--- src/rtl/core/tfst_pkg.sv ---
// Package with the types, codes and defaults shared by the TCP flow sequence tracker.
`default_nettype none
package tfst_pkg;

  localparam int unsigned RingDepthDef = 1024;
  localparam int unsigned HashBitsDef  = 16;
  localparam int unsigned MaxScanDef   = 256;
  localparam int unsigned ScanWinW     = 9;
  localparam logic [ScanWinW-1:0] ScanWinReset = 9'd256;
  localparam int unsigned EntryIdxW    = 10;

  localparam logic [2:0] StSynNew     = 3'd0;
  localparam logic [2:0] StRecreated  = 3'd1;
  localparam logic [2:0] StInData     = 3'd2;
  localparam logic [2:0] StInEmpty    = 3'd3;
  localparam logic [2:0] StKeepalive  = 3'd4;
  localparam logic [2:0] StRetransmit = 3'd5;
  localparam logic [2:0] StMissing    = 3'd6;

  localparam logic [1:0] KindHash  = 2'd0;
  localparam logic [1:0] KindScan  = 2'd1;
  localparam logic [1:0] KindAlloc = 2'd2;

  localparam logic [1:0] FlowClosed    = 2'd0;
  localparam logic [1:0] FlowOpened    = 2'd1;
  localparam logic [1:0] FlowDataSeen  = 2'd2;
  localparam logic [1:0] FlowRecreated = 2'd3;

  typedef struct packed {
    logic [31:0] src_addr;
    logic [31:0] dst_addr;
    logic [15:0] sport;
    logic [15:0] dport;
    logic [31:0] seq_number;
    logic [15:0] seg_len;
    logic        syn_flag;
    logic        fin_flag;
  } seg_t;

  typedef struct packed {
    logic [2:0]           seq_status;
    logic [1:0]           hit_kind;
    logic [EntryIdxW-1:0] entry_index;
    logic                 first_payload;
    logic [1:0]           prior_flow_state;
    logic [31:0]          expected_seq;
    logic [15:0]          stream_offset;
  } res_t;

  typedef struct packed {
    logic [31:0] src_addr;
    logic [31:0] dst_addr;
    logic [15:0] sport;
    logic [15:0] dport;
    logic [31:0] seq;
    logic [15:0] pos;
    logic [1:0]  state;
  } ent_t;

  typedef struct packed {
    logic [2:0]  seq_status;
    logic        first_payload;
    logic [1:0]  prior_flow_state;
    logic [31:0] expected_seq;
    logic [15:0] stream_offset;
  } upd_t;

endpackage
`default_nettype wire

--- src/rtl/core/tfst_update.sv ---
// Sequence classification and entry update for one segment against one flow entry.
`default_nettype none
module tfst_update (
  input  tfst_pkg::seg_t seg_i,
  input  tfst_pkg::ent_t ent_i,
  input  logic           alloc_i,
  output tfst_pkg::ent_t ent_o,
  output tfst_pkg::upd_t upd_o
);

  logic [31:0] diff;

  always_comb begin
    diff = ent_i.seq - seg_i.seq_number;
    ent_o = ent_i;
    ent_o.src_addr = seg_i.src_addr;
    ent_o.dst_addr = seg_i.dst_addr;
    ent_o.sport = seg_i.sport;
    ent_o.dport = seg_i.dport;
    upd_o = '0;
    if (alloc_i) begin
      if (seg_i.syn_flag) begin
        ent_o.seq = seg_i.seq_number + 32'd1;
        ent_o.pos = '0;
        ent_o.state = tfst_pkg::FlowOpened;
        upd_o.seq_status = tfst_pkg::StSynNew;
      end else begin
        ent_o.seq = seg_i.seq_number + 32'(seg_i.seg_len);
        ent_o.pos = seg_i.seg_len;
        ent_o.state = tfst_pkg::FlowRecreated;
        upd_o.seq_status = tfst_pkg::StRecreated;
      end
    end else begin
      upd_o.prior_flow_state = ent_i.state;
      upd_o.expected_seq = ent_i.seq;
      upd_o.stream_offset = ent_i.pos;
      if (diff != 32'd0) begin
        if (seg_i.seg_len == 16'd1 && diff == 32'd1) begin
          upd_o.seq_status = tfst_pkg::StKeepalive;
        end else if (!diff[31]) begin
          upd_o.seq_status = tfst_pkg::StRetransmit;
        end else begin
          upd_o.seq_status = tfst_pkg::StMissing;
        end
      end else if (seg_i.seg_len != 16'd0) begin
        upd_o.seq_status = tfst_pkg::StInData;
        upd_o.first_payload = (ent_i.state == tfst_pkg::FlowOpened);
        ent_o.seq = ent_i.seq + 32'(seg_i.seg_len);
        ent_o.pos = ent_i.pos + seg_i.seg_len;
        ent_o.state = tfst_pkg::FlowDataSeen;
      end else begin
        upd_o.seq_status = tfst_pkg::StInEmpty;
      end
      if (seg_i.fin_flag) begin
        ent_o.seq = ent_o.seq + 32'd1;
        ent_o.state = tfst_pkg::FlowClosed;
      end
    end
  end

endmodule
`default_nettype wire
--- config.mk ---
export PLATFORM = sky130hd
export DESIGN_NAME = tfst_update
export DESIGN_NICKNAME = d
export VERILOG_FILES = /design/src/rtl/core/tfst_pkg.sv /design/src/rtl/core/tfst_update.sv
export SDC_FILE = /design/constraint.sdc
export NUM_CORES = 1
export LEC_CHECK = 0
export BUFFER_PORTS_ARGS = -buffer_cell sky130_fd_sc_hd__buf_2
export CAP_MARGIN = 20
export CORE_AREA = 8 8 186 188
export DETAILED_ROUTE_END_ITERATION = 8
export DIE_AREA = 0 0 194 196
export PLACE_DENSITY = 0.66
export SLEW_MARGIN = 20
export SYNTH_ARGS = -nofsm -noshare
export SYNTH_HDL_FRONTEND = slang
export SYNTH_SLANG_ARGS = --single-unit
--- constraint.sdc ---
create_clock -name vclk -period 16.79
set_input_delay 3.358 -clock vclk [all_inputs]
set_output_delay 3.358 -clock vclk [all_outputs]
set_load 0.01 [all_outputs]
==> results.sh, run 1 <==
export IMPL_syn_num_nets=1679
export IMPL_n_clock_buffer=0
export IMPL_chipHeight_um=196
export IMPL_maxCapViolCount=0
export IMPL_setup_violations=0
export IMPL_cpPeakStageDelay_ns=0.57
export IMPL_io_pins=493
export IMPL_drtAntennaViolNets=0
export IMPL_post_place_ws_ns=3.443
export IMPL_status="completed"
export IMPL_min_period_ns=13.56
export IMPL_yosys_warnings=0
export IMPL_grt_pass1_wl_um=54600
export IMPL_hold_viol=0
export IMPL_seq_cell_count=0
export IMPL_start_kind="input pin"
export IMPL_dp_hpwl_um=29910
export IMPL_synth_avg_cell_area_um2=6.637
export IMPL_synth_top_area_share_pct=11.43
export IMPL_grt_use_met1_pct=21.65
export IMPL_finish_utilization_pct=29.15
export IMPL_report_final_slew_viol_count=0
export IMPL_rows=66
export IMPL_place_congestion=0.9458
export IMPL_final_common_cell="buf_2"
export IMPL_avgViaCountPerCell=5.641
export IMPL_area_growth_pct=7.451
export IMPL_fin_tns_setup_ns=0
export IMPL_antenna_found_initial=7
export IMPL_grtUsageTotal_pct=17.44
export IMPL_grt_max_degree=99
export IMPL_min_delay_worst_endpoint="ent_o[107]"
export IMPL_cp_end_kind="output port"
export IMPL_critical_path_arrival_ns=10.20
export IMPL_dieArea_mm2=0.03802
export IMPL_fp_dieW_um=194
export IMPL_port_buffers=205
export IMPL_routed_wl_um=35830
export IMPL_critical_path_class="in -> out"
export IMPL_start_util_pct=27.13
export IMPL_whs_ns=6.716
export IMPL_setup_ws_ns=3.227
export IMPL_ir_drop_v=0.00001443
export IMPL_grt_pass1_vias=9759
export IMPL_clock_fmax_ghz=0.07373
export IMPL_crit_required_ns=13.43
export IMPL_nNetsFinal=1742
export IMPL_drt_iter0_markers=733
export IMPL_core_area_mm2=0.03188
export IMPL_yosysTopAreaCell="ha_1"
export IMPL_synth_area_leaders="ha_1, buf_4, xnor2_1"
export IMPL_grt_setup_unrepaired="no"
export IMPL_drive_gt1_share_pct=18.40
export IMPL_holdPathStages=0
export IMPL_fin_crit_sh_pct=80.78
export IMPL_ys_seq_area_share_pct=0
export IMPL_met2_usage_pct=31.03
export IMPL_cts_resized=0
export IMPL_regArea_um2=0
export IMPL_firstDrtPassIters=5
export IMPL_cp_max_fo=31
export IMPL_drcViolationCount=0
export IMPL_met3_usage_pct=2.228
export IMPL_placed_area_mm2=0.009285
export IMPL_syn_inst=1303
export IMPL_ys_types=91
export IMPL_final_cell_mix="buf_2, nand2_1, nor2_1, a21oi_1, ha_1"
export IMPL_worst_slew_pin_slew_ns=1.010
export IMPL_critPathSlowestCell="or4_1"
export IMPL_hold_class="in -> out"
export IMPL_avgRoutedWirePerCell_um=20.19
export IMPL_leakagePower_nw=3.907
export IMPL_hp_start="seg_i[107]"
export IMPL_post_route_cell_area_mm2=0.009293
export IMPL_cts_hold_buf=0
export IMPL_cts_setup_buffers=0
export IMPL_busiest_layer="met2"
export IMPL_power_per_cell_area_mw_per_mm2=33.87
export IMPL_syn_area_mm2=0.008648
export IMPL_vias=10012
export IMPL_grt_ovfl_total=0
export IMPL_slew_headroom_pct=32.67
[stage by stage]
stage,total power [W],cells
floorplan,0.0002335,1303
global placement,0.0003050,1772
detailed placement,0.0003092,1772
CTS,0.0003109,1772
global route,0.0003427,1775
finish,0.0003148,1775
[metal layers]
| layer | wire length, um | part of all wire, % | up-vias |
|---|---|---|---|
| met5 | 0 | 0 | - |
| met1 | 15020 | 42 | 4695 |
| met3 | 2362 | 6.6 | 74 |
| met4 | 1013 | 2.8 | 0 |
| li1 | - | - | 4812 |
| met2 | 17440 | 49 | 431 |
[worst max path at each step]
stage	startpoint	end	slack (ns)	cells after the start
2_1_floorplan	ent_i[18]	ent_o[44]	4.81	24
3_3_place_gp	ent_i[18]	ent_o[46]	3.47	25
3_5_place_dp	ent_i[18]	ent_o[46]	3.44	25
4_1_cts	ent_i[18]	ent_o[46]	3.40	25
5_1_grt	ent_i[18]	ent_o[46]	2.77	25
6_report	ent_i[18]	ent_o[46]	3.23	25
[critical path, delay by kind of cell]
kind            cells  cell delay, ns
xor+xnor            1            0.18
buf+inv             4            0.76
fa+ha+maj           3            0.92
simple gates       10            3.03
compound gates      5            1.38
mux                 2            0.53
[cell usage after synthesis (8+ instances only)]
cell        n
or3_1      14
nand2_1   111
nand3b_1    8
o21ai_0    63
and3_1     16
xor2_1     35
xnor2_1    65
clkbuf_1   39
o211ai_1   12
nor2b_1    74
o22ai_1     9
buf_2       9
o21bai_1    8
ha_1       79
nand4_1    30
a21oi_1    94
nand3_1    41
nand2b_1   15
nor4_1     22
mux2i_1    29
a21o_1     24
buf_4      98
a211oi_1   15
inv_1      57
o31ai_1     8
and2_1     12
o21a_1     13
nor3_1     45
a31oi_1    14
nor2_1     94
[power breakdown]
group | internal (W) | switching, W | leakage (nW)
clock network | 0.0000000000240 | 0 | 0.0000190
registers | 0 | 0 | 0
logic | 0.000120 | 0.000195 | 3.91
total | 0.000120 | 0.000195 | 3.91
[layout make-up]
cell class / instances / area (um^2)
Fill cell: 3562 / 22580
Multi-Input combinational cell: 1096 / 7491
Timing Repair Buffer: 210 / 1066
Tap cell: 408 / 510.5
Inverter: 58 / 217.7
Antenna cell: 3 / 7.507
[kinds of logic (layout without fill, tap and decap cells)]
logic type | count (synthesis) | after routing | synth area share (%)
XOR/XNOR | 100 | 100 | 10.13
adder cells (fa/ha/maj) | 83 | 83 | 12.36
other | 0 | 3 | 0
AND/OR/NAND/NOR | 526 | 526 | 32.54
buffers and inverters | 207 | 268 | 13.38
AO/OA/AOI/OAI | 351 | 351 | 27.33
multiplexers | 36 | 36 | 4.268
Note: power is estimated with default switching activity, not from simulation.
==> inputs of run 2 (changes only) <==
--- a/config.mk
+++ b/config.mk
@@ -5,12 +5,13 @@
 export SDC_FILE = /design/constraint.sdc
 export NUM_CORES = 1
 export LEC_CHECK = 0
+export ABC_AREA = 1
 export BUFFER_PORTS_ARGS = -buffer_cell sky130_fd_sc_hd__buf_2
 export CAP_MARGIN = 20
-export CORE_AREA = 8 8 186 188
+export CORE_AREA = 8 8 184 186
 export DETAILED_ROUTE_END_ITERATION = 8
-export DIE_AREA = 0 0 194 196
-export PLACE_DENSITY = 0.66
+export DIE_AREA = 0 0 192 194
+export PLACE_DENSITY = 0.74
 export SLEW_MARGIN = 20
 export SYNTH_ARGS = -nofsm -noshare
 export SYNTH_HDL_FRONTEND = slang
==> constraint.sdc (replaced) <==
create_clock -name vclk -period 11.2
set_input_delay 2.24 -clock vclk [all_inputs]
set_output_delay 2.24 -clock vclk [all_outputs]
set_load 0.01 [all_outputs]
==> results.sh, run 2 <==
export IMPL_avgViaCountPerCell=5.045
export IMPL_maxCapViolCount=0
export IMPL_cp_common_cell="nand2_1"
export IMPL_drt_iter0_markers=901
export IMPL_synth_xor_area_share_pct=3.000
export IMPL_syn_area_mm2=0.009927
export IMPL_setup_violations=0
export IMPL_synth_avg_cell_area_um2=4.934
export IMPL_power_per_cell_area_mw_per_mm2=43.89
export IMPL_drtAntennaViolNets=0
export IMPL_p_sw_share_pct=66.21
export IMPL_synth_compound_area_share_pct=12.50
export IMPL_combPwrFrac_pct=100.0
export IMPL_yosysMostFrequentCell="nand2_1"
export IMPL_grt_pass1_wl_um=63370
export IMPL_crit_required_ns=8.96
export IMPL_clock_fmax_ghz=0.1054
export IMPL_nNetsFinal=2467
export IMPL_chipHeight_um=194
export IMPL_start_kind="input pin"
export IMPL_hold_class="in -> out"
export IMPL_final_common_cell="nand2_1"
export IMPL_syn_num_nets=2388
export IMPL_fin_tns_setup_ns=0
export IMPL_dieArea_mm2=0.03725
export IMPL_synth_adder_area_share_pct=10.76
export IMPL_fin_cells=2493
export IMPL_crit_family="simple AND/OR/NAND/NOR gates"
export IMPL_grt_setup_unrepaired="no"
export IMPL_yosys_warnings=0
export IMPL_leakagePower_nw=6.386
export IMPL_ir_drop_v=0.00001049
export IMPL_cp_num_buf_inv=6
export IMPL_fill_cells=3607
export IMPL_cts_resized=0
export IMPL_firstDrtPassIters=8
export IMPL_p_switching_w=0.0003079
export IMPL_grtUsageTotal_pct=21.06
export IMPL_cpPeakStageDelay_ns=0.54
export IMPL_critical_path_class="in -> out"
export IMPL_synthSimpleGateAreaFrac_pct=50.79
export IMPL_placed_area_mm2=0.01059
export IMPL_seq_power_share_pct=0
export IMPL_n_clock_buffer=0
export IMPL_drcViolationCount=0
export IMPL_cts_hold_buf=0
export IMPL_whs_ns=4.480
export IMPL_p_int_w=0.0001571
export IMPL_avgRoutedWirePerCell_um=16.57
export IMPL_cp_max_fo=40
export IMPL_regArea_um2=0
export IMPL_ys_types=48
export IMPL_fin_crit_sh_pct=84.69
export IMPL_place_congestion=0.9849
export IMPL_vias=12578
export IMPL_clkPwrFrac_pct=0
export IMPL_dp_cells=2491
export IMPL_seq_cell_count=0
export IMPL_min_period_ns=9.485
export IMPL_dp_hpwl_um=35570
export IMPL_holdPathStages=0
export IMPL_setup_ws_ns=1.715
export IMPL_synthMuxAreaShare_pct=0
export IMPL_grt_ovfl_total=0
export IMPL_synth_top_family_by_area="simple AND/OR/NAND/NOR gates"
export IMPL_final_cell_mix="nand2_1, inv_1, nor2_1"
export IMPL_synth_top_area_share_pct=24.88
export IMPL_drive_gt1_share_pct=14.12
export IMPL_hp_start="seg_i[102]"
export IMPL_grt_use_met1_pct=24.44
export IMPL_io_pins=493
export IMPL_synth_common_cells="nand2_1, inv_1, nor2_1"
export IMPL_port_buffers=205
export IMPL_yosysTopAreaCell="nand2_1"
export IMPL_post_place_ws_ns=1.838
export IMPL_slew_headroom_pct=44.06
export IMPL_area_growth_pct=6.731
export IMPL_met3_usage_pct=2.914
export IMPL_antenna_found_initial=7
export IMPL_post_route_cell_area_mm2=0.01060
export IMPL_ys_seq_area_share_pct=0
export IMPL_critical_path_arrival_ns=7.25
export IMPL_cts_setup_buffers=0
export IMPL_fp_dieW_um=192
export IMPL_min_delay_worst_endpoint="ent_o[102]"
export IMPL_critPathSlowestCell="nand3_4"
export IMPL_core_area_mm2=0.03107
export IMPL_routed_wl_um=41320
export IMPL_met2_usage_pct=37.28
export IMPL_status="completed"
export IMPL_grt_max_degree=71
export IMPL_path_depth=31
export IMPL_report_final_slew_viol_count=0
export IMPL_syn_inst=2012
export IMPL_hold_viol=0
export IMPL_worst_slew_pin_slew_ns=0.8282
export IMPL_busiest_layer="met2"
export IMPL_cp_end_kind="output port"
export IMPL_grt_pass1_vias=11940
export IMPL_rows=65
export IMPL_synth_area_leaders="nand2_1, inv_1, ha_1"
export IMPL_start_util_pct=31.95
-- run 2: cell types whose count changed after synthesis, moves of 32 or more --
cell,change
inv_1,+285
nand2_1,+547
nand3_1,+81
nand4_1,+32
nor2_1,+129
nor2b_1,-74
xnor2_1,-51
-- run 2: layer usage --
metal / up-vias / routed length (um)
met5: - / 41
met4: 8 / 2142
met3: 131 / 3710
met2: 499 / 19490
met1: 5539 / 15940
li1: 6401 / -
-- run 2: final cells by class --
type | count | area (um^2) | share of cell area, %
multi-input combinational | 1514 | 7650 | 72.20
timing repair buffer | 210 | 1066 | 10.06
antenna | 2 | 5.005 | 0.04724
inverter | 365 | 1371 | 12.94
tap | 402 | 503.0 | 4.747
-- run 2: kinds of logic after synthesis --
kind of cell | after synthesis
AOI/OAI and AO/OA | 225
xor gates and xnor gates | 34
adders and majority gates | 83
buffers and inverters | 498
and+or+nand+nor | 1172
-- run 2: how the worst max path moves through the flow --
| stage | endpoint | slack, ns | from |
|---|---|---|---|
| 2_1_floorplan | ent_o[48] | 3.49 | seg_i[1] |
| 3_3_place_gp | ent_o[44] | 1.86 | ent_i[18] |
| 3_5_place_dp | ent_o[44] | 1.84 | ent_i[18] |
| 4_1_cts | ent_o[44] | 1.82 | ent_i[18] |
| 5_1_grt | ent_o[44] | 1.23 | ent_i[18] |
| 6_report | ent_o[44] | 1.71 | ent_i[18] |
-- run 2: power by group through the flow --
| stage | Combinational [W] | Clock [W] | Sequential [W] |
|---|---|---|---|
| 2_1_floorplan | 0.000347 | 0 | 0 |
| 3_3_place_gp | 0.000456 | 0 | 0 |
| 3_5_place_dp | 0.000459 | 0 | 0 |
| 4_1_cts | 0.000461 | 0 | 0 |
| 5_1_grt | 0.000522 | 0.0000000000239 | 0 |
| 6_report | 0.000465 | 0.0000000000240 | 0 |
-- run 2: stage by stage --
step | power, W | util, %
after global routing | 0.0005221 | 34.10
after floorplan | 0.0003465 | -
final | 0.0004650 | 34.10
after global placement | 0.0004561 | 34.09
after detailed placement | 0.0004591 | 34.09
after CTS | 0.0004609 | 34.09
